## src/design/quaternion_to_rotation_matrix_defines.svh

```systemverilog
// Assertion macros for the quaternion to rotation matrix block.
`ifndef QUATERNION_TO_ROTATION_MATRIX_DEFINES_SVH
`define QUATERNION_TO_ROTATION_MATRIX_DEFINES_SVH

// The antecedent implies the consequent in the same cycle.
`define QRM_ASSERT_NOW(label, ante, cons, msg) \
  label: assert property (@(posedge clk) disable iff (rst) (ante) |-> (cons)) \
    else $error(msg);

// The antecedent implies the consequent in the next cycle.
`define QRM_ASSERT_NEXT(label, ante, cons, msg) \
  label: assert property (@(posedge clk) disable iff (rst) (ante) |=> (cons)) \
    else $error(msg);

`endif

```

## src/design/qrm_pkg.sv

```systemverilog
package qrm_pkg;

  localparam int FRAC_BITS = 14;
  localparam int IW = 16;
  localparam int SW = 2 * IW + 1;
  localparam int PW = 2 * IW + 1;
  localparam int MW = 2 * IW;
  localparam int QB = FRAC_BITS + 2;
  localparam int NW = MW + FRAC_BITS + 2;
  localparam int RW = SW + 1;
  localparam int VW = (FRAC_BITS + 4 > IW + 1) ? FRAC_BITS + 4 : IW + 1;

  typedef logic signed [IW-1:0] elem_t;
  typedef logic signed [2*IW-1:0] prod_t;
  typedef logic signed [PW-1:0] psum_t;
  typedef logic [SW-1:0] ssum_t;

  typedef struct packed {
    logic neg;
    logic diag;
    logic zero;
  } lane_ctl_t;

endpackage

```

## src/design/qrm_div.sv

```systemverilog
module qrm_div (
  input  logic                  clk,
  input  logic                  en,
  input  qrm_pkg::psum_t        p,
  input  qrm_pkg::ssum_t        s,
  input  logic                  diag,
  output qrm_pkg::elem_t        m
);
  import qrm_pkg::*;

  localparam logic signed [VW-1:0] ONE_V = VW'(1) << FRAC_BITS;
  localparam logic signed [VW-1:0] MAX_V = VW'(32'sd32767);
  localparam logic signed [VW-1:0] MIN_V = VW'(-32'sd32768);

  logic            neg;
  logic [MW-1:0]   mag;
  logic [NW-1:0]   dnum;

  lane_ctl_t       ctl [QB+1];
  logic [RW-1:0]   rem [QB+1];
  logic [QB-1:0]   dd  [QB+1];
  logic [QB-1:0]   quo [QB+1];
  ssum_t           sv  [QB+1];

  logic signed [VW-1:0] qv;
  logic signed [VW-1:0] val;
  logic signed [VW-1:0] sat;

  assign neg  = p < 0;
  assign mag  = neg ? MW'(-p) : MW'(p);
  assign dnum = NW'({mag, {(FRAC_BITS + 1){1'b0}}}) + NW'(s >> 1);

  always_ff @(posedge clk) begin
    if (en) begin
      rem[0] <= RW'(dnum[NW-1:QB]);
      dd[0]  <= dnum[QB-1:0];
      quo[0] <= '0;
      sv[0]  <= s;
      ctl[0] <= '{neg: neg, diag: diag, zero: (s == '0)};
    end
  end

  for (genvar k = 1; k <= QB; k++) begin : g_step
    logic [RW-1:0] t;
    logic          ge;
    assign t  = {rem[k-1][RW-2:0], dd[k-1][QB-1]};
    assign ge = t >= RW'(sv[k-1]);
    always_ff @(posedge clk) begin
      if (en) begin
        rem[k] <= ge ? t - RW'(sv[k-1]) : t;
        dd[k]  <= dd[k-1] << 1;
        quo[k] <= {quo[k-1][QB-2:0], ge};
        sv[k]  <= sv[k-1];
        ctl[k] <= ctl[k-1];
      end
    end
  end

  always_comb begin
    qv  = VW'(quo[QB]);
    val = ctl[QB].zero ? '0 : (ctl[QB].neg ? -qv : qv);
    if (ctl[QB].diag) begin
      val = val - ONE_V;
    end
    if (val > MAX_V) begin
      sat = MAX_V;
    end else if (val < MIN_V) begin
      sat = MIN_V;
    end else begin
      sat = val;
    end
  end

  always_ff @(posedge clk) begin
    if (en) begin
      m <= IW'(sat);
    end
  end

endmodule
```

## config.mk

```make
export PLATFORM = sky130hd
export DESIGN_NAME = qrm_div
export DESIGN_NICKNAME = d
export VERILOG_FILES = /design/src/design/quaternion_to_rotation_matrix_defines.svh /design/src/design/qrm_pkg.sv /design/src/design/qrm_div.sv
export SDC_FILE = /design/constraint.sdc
export NUM_CORES = 2
export LEC_CHECK = 0
export ABC_AREA = 1
export BUFFER_PORTS_ARGS = -buffer_cell sky130_fd_sc_hd__buf_4
export CAP_MARGIN = 5
export CELL_PAD_IN_SITES_DETAIL_PLACEMENT = 1
export CELL_PAD_IN_SITES_GLOBAL_PLACEMENT = 1
export CORE_AREA = 8 8 438 547
export CTS_BUF_LIST = sky130_fd_sc_hd__clkbuf_4
export CTS_CLUSTER_SIZE = 40
export DETAILED_ROUTE_END_ITERATION = 7
export DIE_AREA = 0 0 446 555
export PLACE_DENSITY = 0.61
export SYNTH_ARGS = -nofsm -noshare
export SYNTH_HDL_FRONTEND = slang
export SYNTH_SLANG_ARGS = --single-unit
```

## constraint.sdc

```tcl
create_clock -name clk -period 9.25 [get_ports clk]
set_input_delay 0.4625 -clock clk [delete_from_list [all_inputs] [get_ports clk]]
set_output_delay 0.4625 -clock clk [all_outputs]
set_load 0.01 [all_outputs]
```

==> metrics.txt <==
buffer levels on the longest clock path 4; Die X ~450 microns; CTS tree yes; slew margin rel. 0.318; DR pass1 iterations 5; syn avg cell area around 8.6 sq um; via count of the first global-routing pass 69600; fin crit period 4.32 ns; Layout Nets 10400; clock slew at reported path FFs 0.07 ns; IO buf count 84; fin crit share 0.466; Max Transition Viols Final 0; drt via density about 5.0; total die area approximately 250000 sq um; CP peak stage delay approximately 0.57 ns; Die Y 555 microns; crit path kind in -> reg; Avg WL per Cell 21.3 microns; Cell Pwr Density 328 nW/um^2; Critical Path Fanout Max 5; Peak supply drop ~0.11 mV; reg2reg setup slack 5.48 ns; number of vias in the routed layout 65700; synth unique cells a little under 60; Final ANT Viol Nets 0; #FFs+latches synth around 1300; DRC 0; CTS Root Cell clkbuf_4; Max Cap Violations 0; # H-tree levels 5; TritonCTS buffer count 340; Syn Std Cell Area 80400 sq um; ys async rst share 0; Tot GR Track Use 0.219; global-route wire length before repair 421000 microns; Hold Vio Cnt, Final 0; slowest CP cell dlygate4sd3_1; top_reg_cell synth edfxtp_1; Initial Util 0.347; Syn Inst Count 9306; critical path launch point type primary input; Max Fclk roughly 0.23 GHz; hold_ws 0.130 ns; worst path cell trace dlygate4sd3_1 -> buf_4 -> inv_1 -> ha_1 -> nand3_1 -> nor2_1 -> nand2_1 -> o41ai_1 -> xor2_1 -> ha_1 -> nand2_1 -> nor2_1 -> nand2_1 -> nor3b_1 -> nor2_1 -> nor2_2 -> nand2_2 -> nor2_1 -> nand3_1 -> dlygate4sd3_1 -> nand2_1 -> dlygate4sd3_1 -> inv_1; DP Wirelength 227000 microns; num rows 198; syn_nets 9939; CORE AREA 231000 sq um; setup TNS 0 ns; kind of path behind the tightest hold check in -> reg; Total Power 29.4 mW; layout cell share with drive strength beyond 1 0.0788; Syn. warnings 0; largest net degree at the start of global routing 157; Final setup viols 0; Clock Skew 0.120 ns; CP Capture Type flip-flop; Area Growth Syn to Fin 11.5%; status finished, final reports clean; fin area about 90000 sq um; Worst-Skew Late Latency between 1 and 1.5 ns; grt total ovfl 0; RSZ-0062 raised after global routing false; Iter 0 DRT Violations 3465; Critical Path RT 10.19 ns; antenna violations before repair 10; final WL 279000 microns; Post-DP Area 84200 sq um; Util after Layout 0.387; Post-synth EDFFs 1259; sequential area share after synthesis 0.470; GPL Wtd Cong 0.906; total leakage power 39.2 nW; CP Data Arrival Time 5.26 ns; Clock Sinks 1259; I/O pins between 80 and 90; worst slew pin tran 1.02 ns
## worst paths after layout
check | startpoint | end | cells after the start
min reg2reg | ctl[5][2] | ctl[6][2] | 0
max reg2reg | sv[0][240] | rem[0][300] | 15
min | p[13] | rem[0][12] | 5
max | p[0] | rem[0][28] | 23
## per-stage QoR
step	instances	setup slack [ns]
final	13100	4.93
after detailed placement	12400	5.35
after global placement	12400	5.24
after global routing	13100	4.56
after floorplan	9306	6.04
after CTS	13100	5.12
## registers in the layout, indices dropped and copies added (netlist names)
signal and flops:
sv 528, rem 527, quo 136, ctl 51
m 16, dd 1
## metal layers
layer  track usage  routed length (microns)  vias up
met4        0.0763                    10300        8
met1         0.258                   116000    31900
met3        0.0247                     7860      458
met5             0                       50        -
met2         0.410                   145000     1074
li1              -                        -    32300
## timing repair
action,4_1_cts,5_1_grt
gates resized for setup,0,0
hold endpoints to repair,213,0
setup buffers,0,0
hold buffers,112,0
## cell type report
class                      instances  area [sq um]
fill                           27700        142000
sequential                      1259         37800
multi-input combinational       6590         36600
inverter                        1359          5110
tap                             3100          3880
clock buffer                     453          3400
timing repair buffer             213          1970
clock inverter                   129           846
antenna                            8          20.0
## logic make-up (layout without fill, tap and decap cells)
family | Yosys count | count (layout) | synth area share
xor+xnor | 432 | 432 | 0.0471
fa+ha+maj | 564 | 564 | 0.0893
compound gates | 1504 | 1504 | 0.108
simple gates | 4090 | 4090 | 0.210
buf+inv | 1457 | 2154 | 0.0749
flops | 1259 | 1259 | 0.470
other cells | 0 | 8 | 0
## cells in the final DEF, fill, tap and decap left out, types with 22 or more instances in the layout
| cell type | instances |
|---|---|
| nand2_2 | 31 |
| nand3_1 | 452 |
| clkinv_2 | 28 |
| nand3b_1 | 48 |
| a21oi_1 | 667 |
| a21o_1 | 98 |
| inv_1 | 1345 |
| nor4_1 | 24 |
| dlygate4sd3_1 | 112 |
| xnor2_1 | 148 |
| nor2_1 | 1028 |
| ha_1 | 548 |
| nor3_1 | 85 |
| clkbuf_4 | 453 |
| nand4_1 | 52 |
| buf_4 | 94 |
| a21boi_0 | 29 |
| o211ai_1 | 23 |
| nand2_1 | 2285 |
| o21a_1 | 22 |
| nor2_2 | 30 |
| a31oi_1 | 108 |
| o21ai_0 | 390 |
| edfxtp_1 | 1259 |
| xor2_1 | 284 |
| clkinv_1 | 77 |
| a21oi_2 | 25 |
| o21bai_1 | 37 |
## critical path, delay by kind of cell
family	cells	cell delay, ns
AO/OA/AOI/OAI	1	0.33
XOR/XNOR	1	0.12
adder cells (fa/ha/maj)	2	0.65
buffers and inverters	6	1.90
AND/OR/NAND/NOR	13	1.78
## report_power, final
group | total, mW | internal [mW] | switching [mW]
clock network | 5.05 | 2.57 | 2.48
logic | 14.7 | 4.82 | 9.90
registers | 9.65 | 8.40 | 1.25
## Yosys cell counts (4+ instances only)
cell | number | share of area
o211ai_1 | 23 | 0.0021
nand2_4 | 9 | 0.0013
o21bai_1 | 37 | 0.0035
xor2_1 | 284 | 0.031
nor4_1 | 24 | 0.0019
a21o_1 | 98 | 0.0092
or2_2 | 16 | 0.0012
inv_4 | 4 | 0.00031
nor4_2 | 9 | 0.0014
nand3_1 | 452 | 0.028
clkbuf_1 | 5 | 0.00023
ha_1 | 548 | 0.085
o2111ai_1 | 5 | 0.00054
xnor2_1 | 148 | 0.016
nor2_1 | 1028 | 0.048
inv_2 | 9 | 0.00042
a21boi_1 | 4 | 0.00037
buf_2 | 7 | 0.00044
a21oi_1 | 667 | 0.042
nand2_2 | 31 | 0.0024
o21ai_4 | 9 | 0.0018
nand3b_1 | 48 | 0.0045
a211oi_1 | 13 | 0.0012
buf_4 | 28 | 0.0026
buf_6 | 57 | 0.0080
o21ai_2 | 15 | 0.0016
nor4b_1 | 4 | 0.00044
edfxtp_1 | 1259 | 0.47
o221ai_1 | 19 | 0.0021
a21oi_2 | 25 | 0.0027
a21boi_0 | 29 | 0.0027
nand2_1 | 2285 | 0.11
nand4_1 | 52 | 0.0040
o21ai_1 | 21 | 0.0013
nand4_2 | 5 | 0.00078
a31oi_1 | 108 | 0.0084
nor2_2 | 30 | 0.0023
o21ai_0 | 390 | 0.024
o21a_1 | 22 | 0.0021
nor3_1 | 85 | 0.0053
a21oi_4 | 9 | 0.0018
fa_1 | 16 | 0.0040
inv_1 | 1345 | 0.063
No activity file was read; power rests on OpenSTA's default activity.
